--- src/psqt_pkg.sv ---
package psqt_pkg;

  localparam int CAPACITY = 1024;
  localparam int ADDR_W   = $clog2(CAPACITY);
  localparam int CNT_W    = $clog2(CAPACITY + 1);
  localparam int FIELD_W  = 32;
  localparam int REC_W    = 3 * FIELD_W;

  localparam logic MODE_ADD   = 1'b0;
  localparam logic MODE_QUERY = 1'b1;

  typedef enum logic [1:0] {
    ST_IDLE,
    ST_SCAN,
    ST_DRAIN,
    ST_DONE
  } state_t;

  typedef struct packed {
    logic add;
    logic start;
    logic step;
    logic load;
  } cmd_t;

  typedef struct packed {
    logic             empty;
    logic             full;
    logic             last;
    logic             out_busy;
    logic [CNT_W-1:0] count;
  } sts_t;

endpackage

--- src/psqt_ctrl.sv ---
module psqt_ctrl
  import psqt_pkg::*;
(
  input  logic clk,
  input  logic rst,
  input  logic in_valid,
  input  logic in_mode,
  output logic in_ready,
  input  sts_t sts,
  output cmd_t cmd
);

  state_t state, state_next;

  always_ff @(posedge clk) begin
    if (rst) begin
      state <= ST_IDLE;
    end else begin
      state <= state_next;
    end
  end

  always_comb begin
    state_next = state;
    cmd        = '0;
    in_ready   = 1'b0;
    case (state)
      ST_IDLE: begin
        in_ready = 1'b1;
        if (in_valid) begin
          if (in_mode == MODE_ADD) begin
            cmd.add = 1'b1;
          end else begin
            cmd.start  = 1'b1;
            state_next = sts.empty ? ST_DONE : ST_SCAN;
          end
        end
      end
      ST_SCAN: begin
        cmd.step = 1'b1;
        if (sts.last) begin
          state_next = ST_DRAIN;
        end
      end
      ST_DRAIN: begin
        state_next = ST_DONE;
      end
      ST_DONE: begin
        if (!sts.out_busy) begin
          cmd.load   = 1'b1;
          state_next = ST_IDLE;
        end
      end
      default: begin
        state_next = ST_IDLE;
      end
    endcase
  end

endmodule

--- config.mk ---
export PLATFORM = sky130hd
export DESIGN_NAME = psqt_ctrl
export DESIGN_NICKNAME = d
export VERILOG_FILES = /design/src/psqt_pkg.sv /design/src/psqt_ctrl.sv
export SDC_FILE = /design/constraint.sdc
export NUM_CORES = 1
export LEC_CHECK = 0
export ABC_AREA = 1
export BUFFER_PORTS_ARGS = -buffer_cell sky130_fd_sc_hd__buf_2
export CORE_AREA = 5 5 42 44
export CTS_CLUSTER_SIZE = 30
export DETAILED_ROUTE_END_ITERATION = 10
export DIE_AREA = 0 0 47 49
export PLACE_DENSITY = 0.54
export SLEW_MARGIN = 5
export SYNTH_ARGS = -nofsm -noshare
export SYNTH_HDL_FRONTEND = slang
export SYNTH_SLANG_ARGS = --single-unit
--- constraint.sdc ---
create_clock -name clk -period 1.79 [get_ports clk]
set_input_delay 0 -clock clk [delete_from_list [all_inputs] [get_ports clk]]
set_output_delay 0 -clock clk [all_outputs]
set_load 0.03 [all_outputs]
# Yosys cells after proc, flatten, opt, wreduce, memory -nomap -nowiden
# Cells that the tools add are included.
totals:
  reg_bits: 2
  latchBits: 0
  ram_bits: 0
  rom_bits: 0
  output_inout_bits: 5
  elab_cells: 24
  n_memories: 0
op_classes:
  n_addsub: 0
  multipliers: 0
  div_mod_pow: 0
  magnitude_cmp: 0
  eq_ne: 7
  shifts: 0
  n_mux: 14
  bitwise: 0
  n_reduce_logical: 2
op_table:
  columns: ["operator", "count"]
  rows:
  - ["2-to-1 mux 2 bit", 7]
  - ["!= test 2 bit, second input constant", 4]
  - ["case mux 2 bit (4 select lines)", 1]
  - ["2-to-1 mux 1 bit", 6]
  - ["== test 2 bit, second input constant", 2]
  - ["AND reduction 4 bit", 1]
  - ["== test 2 x 1 -> 1 bit, second input constant", 1]
  - ["logical NOT 2 bit", 1]

# Depth between registers and ports, before layout
# Gate-level depths: netlist of the first run.
logic_depth:
  word_depth: 4
  ltp_mapped: 7

# Worst setup path after synthesis of the first run
# Ideal clock, no wire load.
synth_path:
  kind: "register to output"
  start: "reg state[0]"
  end: "out cmd[2] in the netlist's numbering"
  arrival_time_ps: 1333
  t_required_ps: 1790
  path_slack_ps: 457
  stages_incl_launch_ff: 5
  n_path_buf: 0
  path_cell_list: "dfxtp_1 > inv_1 > ha_1 > inv_1 > nor2_1"
synth_lines:
  columns: ["item", "line", "source"]
  rows:
  - ["from (decl)", "psqt_ctrl.sv:13", "state_t state, state_next;"]
  - ["from (signal assigned)", "psqt_ctrl.sv:19", "state <= state_next;"]
  - ["to (decl)", "psqt_ctrl.sv:10", "output cmd_t cmd"]

==> flow_summary.yaml, run 1 <==
finish:
  top_register: "state"
  largest_reg_flops: 2
  syn2layout_area_growth_pct: 49.1
  multi_input_area_um2: 136
  fillers: 182
  drive_above_1_share_pct: 34.8
  instances_no_fill: 62
  layout.nets: 71
  antenna_cells: 0
  top_regs: "state x2"
  ff_latch_area_um2: 40.0
status:
  run_status: "completed"
place:
  numPortBuffers: 11
  hpwl_um: 378
  dp_cells: 59
  gp_congestion: 0.634
setup_path:
  critPathLaunchType: "flop"
  timing.rr.start: "state[0]"
  reg2regPathDepth: 6
  crit_arrival_ns: 1.26
  critical_path_class: "flop to output port"
  crit_end: "cmd[2]"
  cp-end-kind: "output port"
  cp_max_fo: 6
  crit_start: "state[0]"
  r2r_setup_slack_ns: 0.66
  timing.rr.end: "state[1]"
  required_ns: 1.79
synthesis:
  synth-seq-area-share_pct: 20.1
  ys_ff_latch: 2
  yosysWarningCount: 0
  synth_area_um2: 199
  synth_cells: 32
  syn_area_per_cell_um2: 6.22
  ys_types: 9
  syn_nets: 55
sta:
  worst-slew-pin-transition_ns: 0.190
  min_period_over_period_pct: 70.3
  hold_viol: 0
  period_needed_ns: 1.26
  maxSlewHeadroom_pct: 87.3
  drv_slew: 0
  rsz0062_at_grt: "no"
  fin_tns_setup_ns: 0
  setup_viol: 0
  hold_ws_ns: 0.0340
  fin_skew_ns: 0.00247
  max_freq_mhz: 794
cts:
  cts_setup_buffers: 0
  ctsHoldBuffers: 0
  clock-sinks: 2
  cts_buffer_depth: 2
  htreeDepth: 1
  cts-root-buf: "clkbuf_4"
  cts.clk_slew.worst_paths_ns: 0.03
  cts_tree: "built"
  cts_resized: 0
  cts_made_buffers: 3
  clk_latency_ns: 0.22
detailed_routing:
  drtPass1Iterations: 4
  finalWirelength_um: 433
  drt-initial-drc-count: 3
  wl_per_cell_um: 6.98
  vias: 222
  ant_nets: 0
  vias_per_cell: 3.58
  drc: 0
power_and_ir_drop:
  leakage_uw: 0.000184
  ir_drop_v: 0.000288
  cellPowerDensity_mw_per_mm2: 1590
floorplanning:
  dieArea_mm2: 0.00230
  die_w_um: 47
  die_h_um: 49
  initial_core_util_pct: 14.2
  row_count: 14
  ios: 24
  fp.coreArea_mm2: 0.00140
grt:
  grt_start_max_net_pins: 7
  grt_usage_pct: 4.99
  grt.overflow.total: 0
  antenna_found_initial: 0
  grt_pass1_vias: 225
  grt_pass1_wl_um: 807
hold_path:
  min_from: "rst"
  hold_path.class: "input pin to flop"
flow_run:
  maxCapViolCount: 0
## worst min path at each step
stage / end / depth (start not counted)
global placement: state[1] / 4
CTS: state[1] / 4
finish: state[0] / 4
floorplan: cmd[0] / 1
global route: state[1] / 4
detailed placement: state[1] / 4
## cell usage after synthesis
library cell	instances	area share, %
a21oi_1	1	2.5
dfxtp_1	2	20
ha_1	4	25
inv_1	6	11
nand2_1	10	19
nand2_2	1	3.1
nand3_1	1	2.5
nand3_2	1	5.0
nor2_1	6	11
## placed cells by master, fill, tap and decap left out
master / count
a21oi_1: 1
buf_2: 11
clkbuf_4: 3
dfxtp_1: 2
ha_1: 4
inv_1: 6
nand2_1: 10
nand2_2: 1
nand3_1: 1
nand3_2: 1
nor2_1: 6
## cell families after synthesis
family          after synthesis  synth area share (%)
compound gates                1                  2.51
simple gates                 19                  40.9
fa+ha+maj                     4                  25.2
buf+inv                       6                  11.3
flops                         2                  20.1
## where the power goes
part | total [uW] | internal, uW | switching, uW
clock | 97.3 | 73.8 | 23.5
combinational | 296 | 98.9 | 197
sequential | 79.4 | 64.8 | 14.6
total | 473 | 237 | 235
## per-layer routing
layer | share of wire [%] | track usage [%]
met5 | 0 | 0
met4 | 0 | 2.76
met3 | 8.3 | 4.43
met2 | 55 | 7.92
met1 | 37 | 3.93
## critical path, stage by stage (launching register included)
cell and delay (ns):
dfxtp_1 0.32, inv_1 0.10, ha_1 0.26, inv_1 0.08, nor2_1 0.09, buf_2 0.19
## area by class of cell
cell class | count | area share, %
Tap cell | 16 | 6.75
Clock buffer | 3 | 7.59
Sequential cell | 2 | 13.5
Multi-Input combinational cell | 24 | 46.0
Inverter | 6 | 7.59
Timing Repair Buffer | 11 | 18.6
## metrics by stage
| step | utilization (%) | total power [uW] | area (um2) | setup WS, ns |
|---|---|---|---|---|
| floorplan | - | 318 | 199 | 0.457 |
| global placement | 19.6 | 382 | 274 | 0.657 |
| detailed placement | 19.6 | 383 | 274 | 0.658 |
| CTS | 21.2 | 489 | 297 | 0.510 |
| global route | 21.2 | 536 | 297 | 0.404 |
| finish | 21.2 | 473 | 297 | 0.531 |
Power figures use the tool's default switching activity.
==> run 2, diff against run 1 <==
--- a/config.mk
+++ b/config.mk
@@ -5,7 +5,7 @@
 export SDC_FILE = /design/constraint.sdc
 export NUM_CORES = 1
 export LEC_CHECK = 0
-export ABC_AREA = 1
+export ABC_AREA = 0
 export BUFFER_PORTS_ARGS = -buffer_cell sky130_fd_sc_hd__buf_2
 export CORE_AREA = 5 5 42 44
 export CTS_CLUSTER_SIZE = 30
==> constraint.sdc (replaced) <==
create_clock -name clk -period 1.32 [get_ports clk]
set_input_delay 0 -clock clk [delete_from_list [all_inputs] [get_ports clk]]
set_output_delay 0 -clock clk [all_outputs]
set_load 0.03 [all_outputs]
==> run 2 against run 1 <==
- critical path depth did not move
- highest routed layer unchanged
- utilization rose by 3.1 points
- flip-flop and latch count did not move
- global-route usage rose by 1.3 points
- non-clock buffer count rose by 2
- largest cell class unchanged
- register-to-register slack got worse by 0.65 ns
- clock skew fell by 0.0010 ns
==> flow_summary.yaml, run 2 <==
sta:
  setup_viol: 0
  fin_tns_setup_ns: 0
  hold_ws_ns: 0.0612
  hold_viol: 0
  worst-slew-pin-transition_ns: 0.116
  rsz0062_at_grt: "yes"
  min_period_over_period_pct: 99.0
  setup_slack_ns: 0.0133
  fin_skew_ns: 0.00146
  maxSlewHeadroom_pct: 92.1
  max_freq_mhz: 765
  period_needed_ns: 1.31
  drv_slew: 0
setup_path:
  required_ns: 1.43
  r2r_setup_slack_ns: 0.01
  critical_path_class: "flop to flop"
  cp_max_fo: 4
  crit_end: "state[1]"
  reg2regPathDepth: 5
  timing.rr.end: "state[1]"
  timing.rr.start: "state[0]"
  crit_arrival_ns: 1.41
  critPathLaunchType: "flop"
  crit_start: "state[0]"
  cp-end-kind: "flop"
synthesis:
  ys_types: 14
  synth-seq-area-share_pct: 20.0
  yosysTopAreaCellShare_pct: 25.0
  synth_ff_type: "dfxtp_1"
  syn_nets: 46
  ys_ff_latch: 2
  synth_area_um2: 200
  yosysTopAreaCell: "ha_1"
  syn_area_per_cell_um2: 8.70
  async_flop_share_pct: 0
  yosysWarningCount: 0
  synth_cells: 23
  synth_edf_count: 0
  netlist_top_cells_count: "ha_1, nor2_1, dfxtp_1, inv_1, nand2_1"
  synth.top_cells.by_area: "ha_1, dfxtp_1, mux2_4"
cts:
  cts_tree: "built"
  ctsHoldBuffers: 0
  cts-root-buf: "clkbuf_4"
  htreeDepth: 1
  cts.clk_slew.worst_paths_ns: 0.03
  clock-sinks: 2
  clk_latency_ns: 0.23
  cts_buffer_depth: 2
  cts_made_buffers: 3
detailed_routing:
  wl_per_cell_um: 9.58
  ant_nets: 0
  vias: 202
  drtPass1Iterations: 1
  drt-initial-drc-count: 0
  finalWirelength_um: 527
  drc: 0
  vias_per_cell: 3.67
finish:
  drive_above_1_share_pct: 64.1
  antenna_cells: 0
  layout_common_cells: "buf_2, nor2_1, clkbuf_4"
  final_common_cell: "buf_2"
  largest_reg_flops: 2
  top_regs: "state x2"
  top_register: "state"
  layout.nets: 64
  syn2layout_area_growth_pct: 70.0
  instances_no_fill: 55
power_and_ir_drop:
  seqPwrFrac_pct: 18.0
  total_power_uw: 776
  cellPowerDensity_mw_per_mm2: 2280
  comb_power_share_pct: 64.2
  power_switching_uw: 335
  ir_drop_v: 0.000457
  p_int_uw: 441
  swShare_pct: 43.2
  leakage_uw: 0.000176
  power.share.clock_pct: 17.8
place:
  numPortBuffers: 11
  dp_cells: 51
  gp_congestion: 0.636
  preCtsSetupSlack_ns: -0.00474
floorplanning:
  die_h_um: 49
  fp.coreArea_mm2: 0.00140
  dieArea_mm2: 0.00230
  die_w_um: 47
  row_count: 14
  ios: 24
  initial_core_util_pct: 14.3
grt:
  grt_usage_pct: 6.32
  grt.overflow.total: 0
  grt_pass1_wl_um: 890
  antenna_found_initial: 0
  grt_pass1_vias: 205
  grt_start_max_net_pins: 6
status:
  run_status: "completed"
hold_path:
  hold_path.class: "input pin to flop"
flow_run:
  maxCapViolCount: 0
==> run 2: worst min path at each step <==
| stage | slack, ns | cells past startpoint | endpoint | start |
|---|---|---|---|---|
| 3_5_place_dp | 0.29 | 3 | cmd[0] | sts[11] |
| 4_1_cts | 0.05 | 3 | state[0] | rst |
| 2_1_floorplan | 0.11 | 1 | cmd[0] | sts[11] |
| 6_report | 0.06 | 3 | state[0] | rst |
| 3_3_place_gp | 0.28 | 3 | state[0] | rst |
| 5_1_grt | 0.05 | 3 | state[0] | rst |
==> run 2: repair_timing <==
action / 4_1_cts / 5_1_grt
buffers inserted: 0 / 1
pin swaps: 0 / 0
endpoints found under the setup margin: 1 / 2
gates resized for setup: 0 / 4
==> run 2: critical path: stages, from the launching register on <==
cell and delay, ns:
dfxtp_4 0.36, inv_4 0.04, ha_4 0.14, a21bo_1 0.17, and3_4 0.18, mux2_4 0.29
==> run 2: kinds of logic (layout without fill, tap and decap cells) <==
family	after synthesis	in the layout	share of synthesized area (%)
simple gates	10	10	26.9
compound gates	3	3	11.9
buf+inv	2	18	3.75
mux	2	2	12.5
flops	2	2	20.0
fa+ha+maj	4	4	25.0
==> run 2: through the flow <==
step                cell area (um2)  utilization (%)
floorplan                       218                -
global placement                300             21.4
detailed placement              300             21.4
CTS                             323             23.0
global route                    340             24.3
finish                          340             24.3
==> run 2: metal layers <==
metal	part of all wire, %	routed length [um]	track usage [%]
met1	43	226	6.33
met2	47	247	7.01
met3	10	53	6.64
met4	0	0	5.53
met5	0	0	0
==> run 2: final cells by class <==
| type | instances | area [um2] |
|---|---|---|
| Inverter | 2 | 12.5 |
| Clock buffer | 3 | 22.5 |
| Fill cell | 167 | 1060 |
| Timing Repair Buffer | 13 | 70.1 |
| Sequential cell | 2 | 47.5 |
| Tap cell | 16 | 20.0 |
| Multi-Input combinational cell | 19 | 168 |
==> run 2: power groups by stage <==
stage                     Sequential [uW]  Clock (uW)  Combinational (uW)
final                                 140         138                 498
after global routing                  147         160                 550
after CTS                             122         150                 477
after detailed placement              123           0                 475
after global placement                123           0                 466
after floorplan                       116           0                 392
==> run 3, diff against run 2 <==
--- a/config.mk
+++ b/config.mk
@@ -11,7 +11,7 @@
 export CTS_CLUSTER_SIZE = 30
 export DETAILED_ROUTE_END_ITERATION = 10
 export DIE_AREA = 0 0 47 49
-export PLACE_DENSITY = 0.54
+export PLACE_DENSITY = 0.55
 export SLEW_MARGIN = 5
 export SYNTH_ARGS = -nofsm -noshare
 export SYNTH_HDL_FRONTEND = slang
==> constraint.sdc (replaced) <==
create_clock -name clk -period 1.2 [get_ports clk]
set_input_delay 0 -clock clk [delete_from_list [all_inputs] [get_ports clk]]
set_output_delay 0 -clock clk [all_outputs]
set_load 0.03 [all_outputs]
==> run 3 against run 2 <==
- the run now ends with negative setup slack left
- hold slack worse by 0.0089 ns
- clock power is 5% higher
- non-clock buffer count is 3 higher
- design area is 10% higher
- first-iteration DRC count is 1 higher
- sequential share of layout area is 1.3 points lower
- combinational power is 28% higher
- highest routed layer unchanged
- cell count is 5.5% higher
- register-to-register slack worse by 0.12 ns
- global-route usage is 0.77 points lower
==> flow_summary.yaml, run 3 (synthesis results as in run 2) <==
status:
  run_status: "finished, violations left"
  violations: "negative setup slack"
grt:
  grt_start_max_net_pins: 5
  grt_usage_pct: 5.55
  grt.overflow.total: 0
  grt_pass1_wl_um: 855
  antenna_found_initial: 0
  grt_pass1_vias: 233
sta:
  max_freq_mhz: 766
  setup_viol: 1
  fin_skew_ns: 0.000897
  hold_viol: 0
  period_needed_ns: 1.31
  min_period_over_period_pct: 109
  rsz0062_at_grt: "yes"
  maxSlewHeadroom_pct: 89.5
  drv_slew: 0
  setup_slack_ns: -0.106
  worst-slew-pin-transition_ns: 0.153
cts:
  cts_tree: "built"
  cts_buffer_depth: 2
  cts_made_buffers: 3
  clk_latency_ns: 0.22
  cts-root-buf: "clkbuf_4"
  htreeDepth: 1
  cts.clk_slew.worst_paths_ns: 0.03
  clock-sinks: 2
place:
  preCtsSetupSlack_ns: -0.121
  hpwl_um: 426
  placed_cell_area_um2: 323
  numPortBuffers: 11
  gp_congestion: 0.650
setup_path:
  timing.rr.end: "state[1]"
  critPathBufInv: 1
  r2r_setup_slack_ns: -0.11
  critPathLaunchType: "flop"
  critPathTopFamily: "flip-flops"
  max_stage_delay_ns: 0.36
  timing.rr.start: "state[0]"
  required_ns: 1.30
  reg2regPathDepth: 5
  cp-end-kind: "flop"
  cp_max_fo: 4
  crit_arrival_ns: 1.41
  critical_path_class: "flop to flop"
  slowest_stage: "dfxtp_4"
  path_cells: "inv_4 -> ha_4 -> a21bo_1 -> and3_4 -> mux2_4"
power_and_ir_drop:
  p_int_uw: 562
  swShare_pct: 39.8
  power.share.clock_pct: 15.5
  cellPowerDensity_mw_per_mm2: 2490
  leakage_uw: 0.000191
  seqPwrFrac_pct: 16.2
  comb_power_share_pct: 68.3
  power_switching_uw: 372
  ir_drop_v: 0.000550
detailed_routing:
  finalWirelength_um: 515
  drt-initial-drc-count: 1
  vias: 215
  ant_nets: 0
  wl_per_cell_um: 8.88
  drc: 0
  drtPass1Iterations: 2
  vias_per_cell: 3.71
floorplanning:
  die_w_um: 47
  initial_core_util_pct: 14.3
  row_count: 14
  die_h_um: 49
  fp.coreArea_mm2: 0.00140
  dieArea_mm2: 0.00230
  ios: 24
finish:
  top_register: "state"
  fillers: 168
  fin_area_um2: 375
  layout.nets: 67
  antenna_cells: 0
  syn2layout_area_growth_pct: 87.5
  ff_latch_area_um2: 47.5
  multi_input_area_um2: 171
  top_regs: "state x2"
  final_common_cell: "buf_2"
  layout_common_cells: "buf_2, buf_4, nor2_1"
  drive_above_1_share_pct: 66.7
  largest_reg_flops: 2
hold_path:
  min_to: "state[0]"
  holdPathStages: 3
  hold_path.class: "input pin to flop"
  min_from: "rst"
flow_run:
  maxCapViolCount: 0
run 3: worst max path at each step:
stage	endpoint	slack (ns)	from	cells after the start
3_3_place_gp	state[1]	-0.12	state[0]	5
4_1_cts	state[1]	-0.13	state[0]	5
2_1_floorplan	state[1]	-0.16	state[1]	5
3_5_place_dp	state[1]	-0.12	state[0]	5
6_report	state[1]	-0.11	state[0]	5
5_1_grt	state[1]	-0.15	state[1]	5
run 3: worst min-delay path: cells and delay by family:
family                 cells  cell delay (ns)
AO/OA/AOI/OAI              2             0.13
buffers and inverters      1             0.09
run 3: what timing repair did:
item,in CTS,in global routing
gates resized for setup,5,3
hold buffers,0,0
pin swaps,0,1
buffers inserted,0,1
setup endpoints to repair,4,4
run 3: power by group through the flow:
stage               Clock [uW]  Combinational (uW)  Sequential [uW]
floorplan                    0                 432              128
global placement             0                 591              133
detailed placement           0                 604              132
CTS                        157                 628              138
global route               169                 700              159
finish                     145                 638              152
run 3: metal layers:
metal  vias up  global-route usage (%)  share of wire (%)
met5         -                       0                  0
met4         0                    4.15                  0
met3         0                    4.06                 12
met2         7                    8.60                 49
met1        92                    4.59                 39
li1        116                       -                  -
run 3: metrics by stage:
stage	total power, uW	hold WS [ns]	util, %	instances	setup TNS (ns)
6_report	935	0.0523	26.8	58	-0.106
5_1_grt	1030	0.0596	26.8	58	-0.237
4_1_cts	924	0.0478	25.7	57	-0.130
3_5_place_dp	736	0.285	23.0	54	-0.121
3_3_place_gp	724	0.285	23.0	54	-0.116
2_1_floorplan	560	0.110	-	23	-0.197
run 3: cell type report:
| type | instances | share of cell area [%] |
|---|---|---|
| flip-flops and latches | 2 | 12.7 |
| clock buffers | 3 | 6.00 |
| well taps | 16 | 5.33 |
| multi-input cells | 19 | 45.7 |
| repair buffers | 16 | 27.0 |
| inverters | 2 | 3.33 |
